<file path="src/hw/rtl/vcp_pkg.sv">
package vcp_pkg;

  localparam int unsigned KeyMaxChars = 16;
  localparam int unsigned KeyPosW     = 4;
  localparam int unsigned KeyLenW     = 5;
  localparam int unsigned CfgDataW    = 64;
  localparam int unsigned CfgIdxW     = 2;
  localparam int unsigned IdxW        = 7;

  // Alphabet size; also the "not in alphabet" marker from alpha_index
  localparam logic [IdxW-1:0] AlphaSize = 7'd100;

  // Configuration register indexes
  localparam logic [CfgIdxW-1:0] CfgDecryptMode = 2'd0;
  localparam logic [CfgIdxW-1:0] CfgKeyLength   = 2'd1;
  localparam logic [CfgIdxW-1:0] CfgKeyCharsLo  = 2'd2;
  localparam logic [CfgIdxW-1:0] CfgKeyCharsHi  = 2'd3;

  // Byte to alphabet index; AlphaSize when the byte is outside the alphabet
  function automatic logic [IdxW-1:0] alpha_index(input logic [7:0] b);
    logic [7:0] t;
    t = 8'd100;
    case (b) inside
      [8'd48:8'd57]:   t = b - 8'd48;
      [8'd97:8'd122]:  t = b - 8'd87;
      [8'd65:8'd90]:   t = b - 8'd29;
      [8'd33:8'd47]:   t = b + 8'd29;
      [8'd58:8'd64]:   t = b + 8'd19;
      [8'd91:8'd96]:   t = b - 8'd7;
      [8'd123:8'd126]: t = b - 8'd33;
      8'd32:           t = 8'd94;
      8'd9:            t = 8'd95;
      8'd10:           t = 8'd96;
      8'd13:           t = 8'd97;
      8'd11:           t = 8'd98;
      8'd12:           t = 8'd99;
      default:         t = 8'd100;
    endcase
    return t[IdxW-1:0];
  endfunction

  // Alphabet index to byte; only indexes below AlphaSize are meaningful
  function automatic logic [7:0] alpha_char(input logic [IdxW-1:0] i);
    logic [7:0] w;
    logic [7:0] c;
    w = {1'b0, i};
    c = 8'd0;
    case (i) inside
      [7'd0:7'd9]:   c = w + 8'd48;
      [7'd10:7'd35]: c = w + 8'd87;
      [7'd36:7'd61]: c = w + 8'd29;
      [7'd62:7'd76]: c = w - 8'd29;
      [7'd77:7'd83]: c = w - 8'd19;
      [7'd84:7'd89]: c = w + 8'd7;
      [7'd90:7'd93]: c = w + 8'd33;
      7'd94:         c = 8'd32;
      7'd95:         c = 8'd9;
      7'd96:         c = 8'd10;
      7'd97:         c = 8'd13;
      7'd98:         c = 8'd11;
      7'd99:         c = 8'd12;
      default:       c = 8'd0;
    endcase
    return c;
  endfunction

endpackage

</file>
<file path="src/hw/rtl/vigenere_cipher_printable_top.sv">
// Vigenere byte cipher over a 100-character alphabet (digits, lower case,
// upper case, the 32 ASCII punctuation marks, then space, tab, LF, CR, VT,
// FF). One byte per transfer in, one byte per transfer out, in order. The
// block sustains one byte per clock while the output is not stalled: a
// transfer can be taken every cycle, and each byte passes an input stage
// that looks up the alphabet indexes of the byte and of the current key
// character, then a result stage that does the modulo-100 add or subtract
// and maps back to a byte. A byte is registered in the input stage and then
// in the result stage, whose valid flag is out_valid. The key
// position steps for every byte, wraps at key_length (0 acts as 1, above 16
// as 16) and returns to 0 after a byte marked last_of_message. Bytes outside
// the alphabet pass through unchanged with in_alphabet low; key characters
// outside the alphabet act as a shift of 0. Configuration writes take effect
// at once and must only be made while no byte is in flight.
module vigenere_cipher_printable_top
  import vcp_pkg::*;
(
  input  logic                clk_i,
  input  logic                rst_ni,
  // configuration
  input  logic                cfg_we_i,
  input  logic [CfgIdxW-1:0]  cfg_idx_i,
  input  logic [CfgDataW-1:0] cfg_wdata_i,
  // message bytes in
  input  logic                in_valid_i,
  output logic                in_ready_o,
  input  logic [7:0]          in_char_i,
  input  logic                last_of_message_i,
  // cipher bytes out
  output logic                out_valid_o,
  input  logic                out_ready_i,
  output logic [7:0]          out_char_o,
  output logic                in_alphabet_o,
  output logic                last_o
);

  // ---------------- configuration registers ----------------
  logic                decrypt_q;
  logic [KeyLenW-1:0]  key_len_q;
  logic [CfgDataW-1:0] key_lo_q, key_hi_q;

  always_ff @(posedge clk_i or negedge rst_ni) begin
    if (!rst_ni) begin
      decrypt_q <= 1'b0;
      key_len_q <= KeyLenW'(1);
      key_lo_q  <= '0;
      key_hi_q  <= '0;
    end else if (cfg_we_i) begin
      case (cfg_idx_i)
        CfgDecryptMode: decrypt_q <= cfg_wdata_i[0];
        CfgKeyLength:   key_len_q <= cfg_wdata_i[KeyLenW-1:0];
        CfgKeyCharsLo:  key_lo_q  <= cfg_wdata_i;
        CfgKeyCharsHi:  key_hi_q  <= cfg_wdata_i;
        default: ;
      endcase
    end
  end

  // ---------------- pipeline handshake ----------------
  logic s1_valid_q, s2_valid_q;
  logic s2_take, s1_take, in_xfer;

  assign s2_take    = !s2_valid_q || out_ready_i;
  assign in_ready_o = !s1_valid_q || s2_take;
  assign in_xfer    = in_valid_i && in_ready_o;
  assign s1_take    = s1_valid_q && s2_take;

  // ---------------- key position ----------------
  logic [KeyPosW-1:0] key_pos_q, key_pos_d, pos_eff;
  logic [KeyLenW-1:0] len_eff, pos_inc;

  always_comb begin
    // clamp the configured length into 1..KeyMaxChars
    len_eff = key_len_q;
    if (key_len_q == '0) begin
      len_eff = KeyLenW'(1);
    end
    if (key_len_q > KeyLenW'(KeyMaxChars)) begin
      len_eff = KeyLenW'(KeyMaxChars);
    end
    // length may have been lowered under a running position
    pos_eff = key_pos_q;
    if ({1'b0, key_pos_q} >= len_eff) begin
      pos_eff = '0;
    end
    pos_inc   = {1'b0, pos_eff} + KeyLenW'(1);
    key_pos_d = key_pos_q;
    if (in_xfer) begin
      if (last_of_message_i || pos_inc >= len_eff) begin
        key_pos_d = '0;
      end else begin
        key_pos_d = pos_inc[KeyPosW-1:0];
      end
    end
  end

  always_ff @(posedge clk_i or negedge rst_ni) begin
    if (!rst_ni) begin
      key_pos_q <= '0;
    end else begin
      key_pos_q <= key_pos_d;
    end
  end

  // ---------------- stage 1: index lookups ----------------
  logic [2*CfgDataW-1:0] key_all;
  logic [7:0]            key_byte;
  logic [IdxW-1:0]       key_idx_raw;
  logic [IdxW-1:0]       msg_idx_d, key_idx_d;
  logic [IdxW-1:0]       msg_idx_q, key_idx_q;
  logic [7:0]            s1_char_q;
  logic                  s1_last_q;

  assign key_all     = {key_hi_q, key_lo_q};
  assign key_byte    = key_all[{pos_eff, 3'b000} +: 8];
  assign key_idx_raw = alpha_index(key_byte);
  assign key_idx_d   = (key_idx_raw == AlphaSize) ? '0 : key_idx_raw;
  assign msg_idx_d   = alpha_index(in_char_i);

  always_ff @(posedge clk_i or negedge rst_ni) begin
    if (!rst_ni) begin
      s1_valid_q <= 1'b0;
    end else if (in_ready_o) begin
      s1_valid_q <= in_valid_i;
    end
  end

  always_ff @(posedge clk_i) begin
    if (in_xfer) begin
      msg_idx_q <= msg_idx_d;
      key_idx_q <= key_idx_d;
      s1_char_q <= in_char_i;
      s1_last_q <= last_of_message_i;
    end
  end

  // ---------------- stage 2: modular shift and map back ----------------
  logic [7:0]      sum;
  logic [IdxW-1:0] res_idx;
  logic            in_alpha;
  logic [7:0]      out_char_d, out_char_q;
  logic            in_alpha_q, last_q;

  assign in_alpha = (msg_idx_q != AlphaSize);

  always_comb begin
    if (decrypt_q) begin
      sum = {1'b0, msg_idx_q} + 8'd100 - {1'b0, key_idx_q};
    end else begin
      sum = {1'b0, msg_idx_q} + {1'b0, key_idx_q};
    end
    // for alphabet bytes sum stays below 200, so one conditional subtract wraps it
    if (sum >= 8'd100) begin
      sum = sum - 8'd100;
    end
    res_idx    = sum[IdxW-1:0];
    out_char_d = in_alpha ? alpha_char(res_idx) : s1_char_q;
  end

  always_ff @(posedge clk_i or negedge rst_ni) begin
    if (!rst_ni) begin
      s2_valid_q <= 1'b0;
    end else if (s2_take) begin
      s2_valid_q <= s1_valid_q;
    end
  end

  always_ff @(posedge clk_i) begin
    if (s1_take) begin
      out_char_q <= out_char_d;
      in_alpha_q <= in_alpha;
      last_q     <= s1_last_q;
    end
  end

  assign out_valid_o   = s2_valid_q;
  assign out_char_o    = out_char_q;
  assign in_alphabet_o = in_alpha_q;
  assign last_o        = last_q;

endmodule

</file>
<file path="config.mk">
export PLATFORM = sky130hd
export DESIGN_NAME = vigenere_cipher_printable_top
export DESIGN_NICKNAME = d
export VERILOG_FILES = /design/src/hw/rtl/vcp_pkg.sv /design/src/hw/rtl/vigenere_cipher_printable_top.sv
export SDC_FILE = /design/constraint.sdc
export NUM_CORES = 1
export LEC_CHECK = 0
export ABC_AREA = 1
export BUFFER_PORTS_ARGS = -buffer_cell sky130_fd_sc_hd__buf_4
export CAP_MARGIN = 10
export CELL_PAD_IN_SITES_DETAIL_PLACEMENT = 1
export CELL_PAD_IN_SITES_GLOBAL_PLACEMENT = 1
export CORE_UTILIZATION = 48
export CTS_BUF_LIST = sky130_fd_sc_hd__clkbuf_4 sky130_fd_sc_hd__clkbuf_8 sky130_fd_sc_hd__clkbuf_16
export CTS_CLUSTER_SIZE = 12
export DETAILED_ROUTE_END_ITERATION = 8
export GPL_TIMING_DRIVEN = 0
export HOLD_SLACK_MARGIN = 0.02
export PLACE_DENSITY_LB_ADDON = 0.1
export SYNTH_ARGS = -nofsm -noshare
export SYNTH_HDL_FRONTEND = slang
export SYNTH_SLANG_ARGS = --single-unit
</file>
<file path="constraint.sdc">
create_clock -name clk_i -period 13.13 [get_ports clk_i]
set_input_delay 2.626 -clock clk_i [delete_from_list [all_inputs] [get_ports clk_i]]
set_output_delay 2.626 -clock clk_i [all_outputs]
set_load 0.02 [all_outputs]
</file>
; ---- Yosys cells after proc, flatten, opt, wreduce, memory -nomap -nowiden
; Cells that the tools add are included.
[classes]
mux = 46
reduce_logical = 34
order_cmp = 46
shifts = 1
eq_ne = 23
add_sub_neg = 26
[ops]
columns = op, n
row1 = variable part select 128 x 8 -> 8 bit, 1
row2 = two-way mux 7 bit, 16
row3 = == test 8 x 4 -> 1 bit (second input constant), 10
row4 = less-or-equal comparator 8 x 7 -> 1 bit (second input constant), 10
row5 = greater-or-equal comparator 8 x 7 -> 1 bit (second input constant), 9
row6 = two-way mux 8 bit, 9
row7 = == test 7 bit (second input constant), 7
row8 = greater-or-equal comparator 8 x 6 -> 1 bit (second input constant), 6
row9 = less-or-equal comparator 8 x 6 -> 1 bit (second input constant), 4
row10 = adder 7 x 5 -> 7 bit (second input constant), 4
row11 = less-or-equal comparator 7 bit (second input constant), 4
row12 = two-way mux 4 bit, 7
row13 = subtractor 7 x 6 -> 7 bit (second input constant), 4
row14 = two-way mux 3 bit, 8
row15 = two-way mux 6 bit, 4
row16 = logical AND 1 bit, 23
row17 = greater-or-equal comparator 7 bit (second input constant), 3
row18 = subtractor 7 bit (second input constant), 3
row19 = adder 7 x 6 -> 8 bit (second input constant), 2
row20 = adder 7 x 7 -> 8 bit (second input constant), 2
row21 = == test 8 x 6 -> 1 bit (second input constant), 2
row22 = subtractor 7 x 5 -> 8 bit (second input constant), 2
row23 = greater-or-equal comparator 7 x 6 -> 1 bit (second input constant), 2
row24 = less-or-equal comparator 7 x 6 -> 1 bit (second input constant), 2
row25 = 22 further kinds, 32
[totals]
out_inout_bits = 12
reg_bits = 173
elab_cells = 190
input_bits = 80

; ---- Logic depth before layout (Yosys ltp)
[depth]
depth_word = 21
ltp_mapped = 37
depth_no_buf = 35

; ---- Worst setup path after synthesis
; OpenSTA, ideal clock, no wires.
[synth_timing]
path_kind = input to output
startpoint = input port out_ready_i
endpoint = output port in_ready_o
path_buffers = 0
t_arrival_ns = 2.899
required_ns = 10.504
path_stages = 2
slack_ns = 7.605
path_cell_list = inv_1 > nand3_1
[synth_via]
elab_chain_cells = 2
[synth_lines]
columns = item, line_no
row1 = from (decl), vigenere_cipher_printable_top.sv:31  ; input logic out_ready_i,
row2 = logical OR 1 bit, vigenere_cipher_printable_top.sv:63  ; assign s2_take = !s2_valid_q || out_ready_i;
row3 = logical OR 1 bit, vigenere_cipher_printable_top.sv:64  ; assign in_ready_o = !s1_valid_q || s2_take;
row4 = to (decl), vigenere_cipher_printable_top.sv:26  ; output logic in_ready_o,
; Every way passes these cells.

; ---- Worst setup path after layout
; Same ends and word-level chain as after synthesis.

==> metrics.txt <==
Die X=between 150 and 200 µm; detailed placement HPWL=36600 µm; worst clock skew=0.0112 ns; postcts setup bufs=0; number of antenna cells inserted=0; maximum fanout encountered on the critical timing path=3; dominant combinational cell family by area after synthesis=simple AND/OR/NAND/NOR gates; area share of xor/xnor cells in the synthesized design=2.24%; count of clock tree sinks=173; register-to-register setup slack=7.46 ns; starting utilization of the core area=about half; initial antenna violation count=0; global-route wire length before repair=77100 µm; most frequent cells after synthesis=605 x sky130_fd_sc_hd__nand2_1, 251 x sky130_fd_sc_hd__inv_1, 222 x sky130_fd_sc_hd__o21ai_0; Arr. time, crit path=3.15 ns; Crit Reg-Reg Endpoint=out_char_o[7]; share of Yosys cell area claimed by the top area cell type=26.9%; startpoint of the tightest hold check path=s1_last_q; setup slack after placement=7.28 ns; maximum count of clock buffers along a single path=2; full die area=27600 µm²; number of warnings printed during yosys synthesis=0; hold worst-path end=last_o; Synth Cell Area=~13000 µm²; area taken by flip-flops and latches=4500 µm²; clock root buffer master=sky130_fd_sc_hd__clkbuf_16; flop and latch count out of synthesis=around 170; category of the critical setup timing path=in -> out; r2r startpoint=key_idx_q[0]; setup repair after global routing missed its margin=false; share of the clock period used by the worst path after layout=44.0%; register clock-pin slew on the reported worst setup and hold paths=0.08 ns; number of detailed-route iterations in the first pass=7; leftover overflow at the end of global routing=0; Skew-Pair Late Insertion Delay=roughly 0.45 ns; fraction of final layout cells sized beyond drive strength 1=11.0%; post-synthesis share of cell area spent on and, or, nand and nor gates=between 30% and 40%; vias after detailed routing=about 14000; hold-critical path depth=0; cell type with the largest total area after synthesis=sky130_fd_sc_hd__dfrtp_1; maximum clock frequency=0.173 GHz; area used by multi-input combinational logic=7020 µm²; violation count after the first detailed-routing iteration=1241; Data required, critical path=10.50 ns; worst-case headroom to the max-slew limit=roughly a quarter; gpl congestion=0.969; result of the run=finished, violations left; path class of the lowest-slack min-delay path=reg -> reg; number of instances resized during post-cts repair=0; number of enable flip-flop cells after synthesis=33; hold buffer count at CTS=0; Mapped Avg Cell Area=6.71 µm²; total negative slack for setup checks=0 ns; post-detailed-route via-to-cell ratio=5.74; core occupancy in the finished layout=56.0%; top cells by area in the synthesized netlist=sky130_fd_sc_hd__dfrtp_1 27%, sky130_fd_sc_hd__nand2_1 18%, sky130_fd_sc_hd__o21ai_0 8.6%; Mapped Nets=2063; Max Cap Violations=0; DR DRC count=8; depth of the worst register-to-register path=24; top-level I/O count=92; drt total wl=47600 µm; average wire length per cell after detail routing=approximately 20 µm; Syn Inst Count=slightly below 2000; CTS tree=yes; Post-layout nets=2174; Final Worst Setup Slack=7.36 ns; Die H=166 µm; number of distinct library cells after synthesis=58; minimum clock period=5.77 ns; worst-margin pin slew=1.12 ns; PortBufs=91; number of levels in the clock H-tree=4; layout overhead on the synthesized area=13.5%; largest net degree at the start of global routing=between 90 and 100; kind of start point of the critical path=primary input; vias in the first global route=about 14000; element type at the critical path end=output port; failing checks=design-rule violations; leading cell type by number of instances after synthesis=sky130_fd_sc_hd__nand2_1; core footprint=26200 µm²; fraction of the yosys area taken by sequential cells=34.8%; number of CTS-inserted buffers=17; total of endpoints with negative setup slack in the final report=0; fillers=3526; synthesized-area fraction occupied by adder cells=~5.7%; number of rows created at floorplan=~60; final hold violations=0; compound-gate portion of the synthesized area=14.6%; ys flop type=sky130_fd_sc_hd__dfrtp_1; multiplexer fraction of the synthesized cell area=0%; number of pins exceeding their max-slew limit in the final report=0; count of antenna-violating nets left after detailed routing=0; fraction of synthesis flops using an asynchronous set or reset pin=80.9%; overall global routing resource usage=between 30 and 40%
-- worst max path at each step --
stage	cells after the start	endpoint	slack, ns	start
after global routing	24	out_char_o[7]	7.03	key_idx_q[0]
after CTS	4	in_ready_o	7.35	out_ready_i
after global placement	15	msg_idx_q[4]	7.29	in_char_i[4]
after detailed placement	15	msg_idx_q[4]	7.28	in_char_i[4]
after floorplan	2	in_ready_o	7.61	out_ready_i
final	4	in_ready_o	7.36	out_ready_i
-- area by class of cell --
cell class,instances,share of cell area [%]
Buffer,70,2.63
Multi-Input combinational cell,1410,47.9
Clock buffer,18,2.99
Clock inverter,14,1.14
Sequential cell,173,30.7
Tap cell,335,2.86
Timing Repair Buffer,92,4.87
Inverter,272,6.96
-- layout by cell type, fill, tap and decap left out, types with 7 or more instances in the layout --
| cell | count |
|---|---|
| sky130_fd_sc_hd__inv_1 | 251 |
| sky130_fd_sc_hd__ha_1 | 56 |
| sky130_fd_sc_hd__clkbuf_1 | 35 |
| sky130_fd_sc_hd__inv_2 | 17 |
| sky130_fd_sc_hd__o21ai_1 | 19 |
| sky130_fd_sc_hd__clkbuf_16 | 17 |
| sky130_fd_sc_hd__nand2_2 | 16 |
| sky130_fd_sc_hd__xor2_1 | 33 |
| sky130_fd_sc_hd__buf_6 | 12 |
| sky130_fd_sc_hd__dfrtp_1 | 139 |
| sky130_fd_sc_hd__nand2_1 | 605 |
| sky130_fd_sc_hd__buf_4 | 96 |
| sky130_fd_sc_hd__edfxtp_1 | 33 |
| sky130_fd_sc_hd__o211ai_1 | 13 |
| sky130_fd_sc_hd__nor2_1 | 150 |
| sky130_fd_sc_hd__nand3_1 | 141 |
| sky130_fd_sc_hd__o21ai_0 | 222 |
| sky130_fd_sc_hd__buf_2 | 14 |
| sky130_fd_sc_hd__nor3_1 | 10 |
| sky130_fd_sc_hd__a31oi_1 | 10 |
| sky130_fd_sc_hd__nor2_2 | 7 |
| sky130_fd_sc_hd__a21oi_1 | 63 |
-- sequential cells by signal, indices dropped and copies added, names as in the netlist --
signal	cells
key_pos_q	4
key_len_q	5
s1_last_q	1
key_lo_q	64
key_idx_q	7
decrypt_q	1
out_char_o	8
last_o	1
in_alphabet_o	1
s1_valid_q	1
msg_idx_q	7
s1_char_q	8
out_valid_o	1
key_hi_q	64
-- cells by family after synthesis --
family | after synthesis
adder cells (fa/ha/maj) | 58
flip-flops | 173
AO/OA/AOI/OAI | 351
XOR/XNOR | 33
buffers and inverters | 342
AND/OR/NAND/NOR | 968
-- per-layer routing --
layer	global-route usage (%)	up-vias	routed length, µm
li1	-	6352	-
met1	45.2	6716	20200
met2	60.9	493	23000
met3	4.81	125	2610
met4	15.0	0	1890
met5	0	-	0
-- metrics by stage --
step | hold WS (ns) | std cells | area [µm²]
floorplan | 0.400 | 1925 | 12900
CTS | 0.484 | 2384 | 14700
global route | 0.479 | 2384 | 14700
detailed placement | 0.466 | 2352 | 14100
finish | 0.482 | 2384 | 14700
global placement | 0.407 | 2351 | 14000
-- critical path, stage by stage --
cell and delay (ns):
sky130_fd_sc_hd__buf_4 0.11, sky130_fd_sc_hd__inv_1 0.08, sky130_fd_sc_hd__nand3_1 0.14, sky130_fd_sc_hd__buf_4 0.20
Power is not shown: default switching activity piles up to over one toggle a cycle in this logic, so the estimate is an artifact.
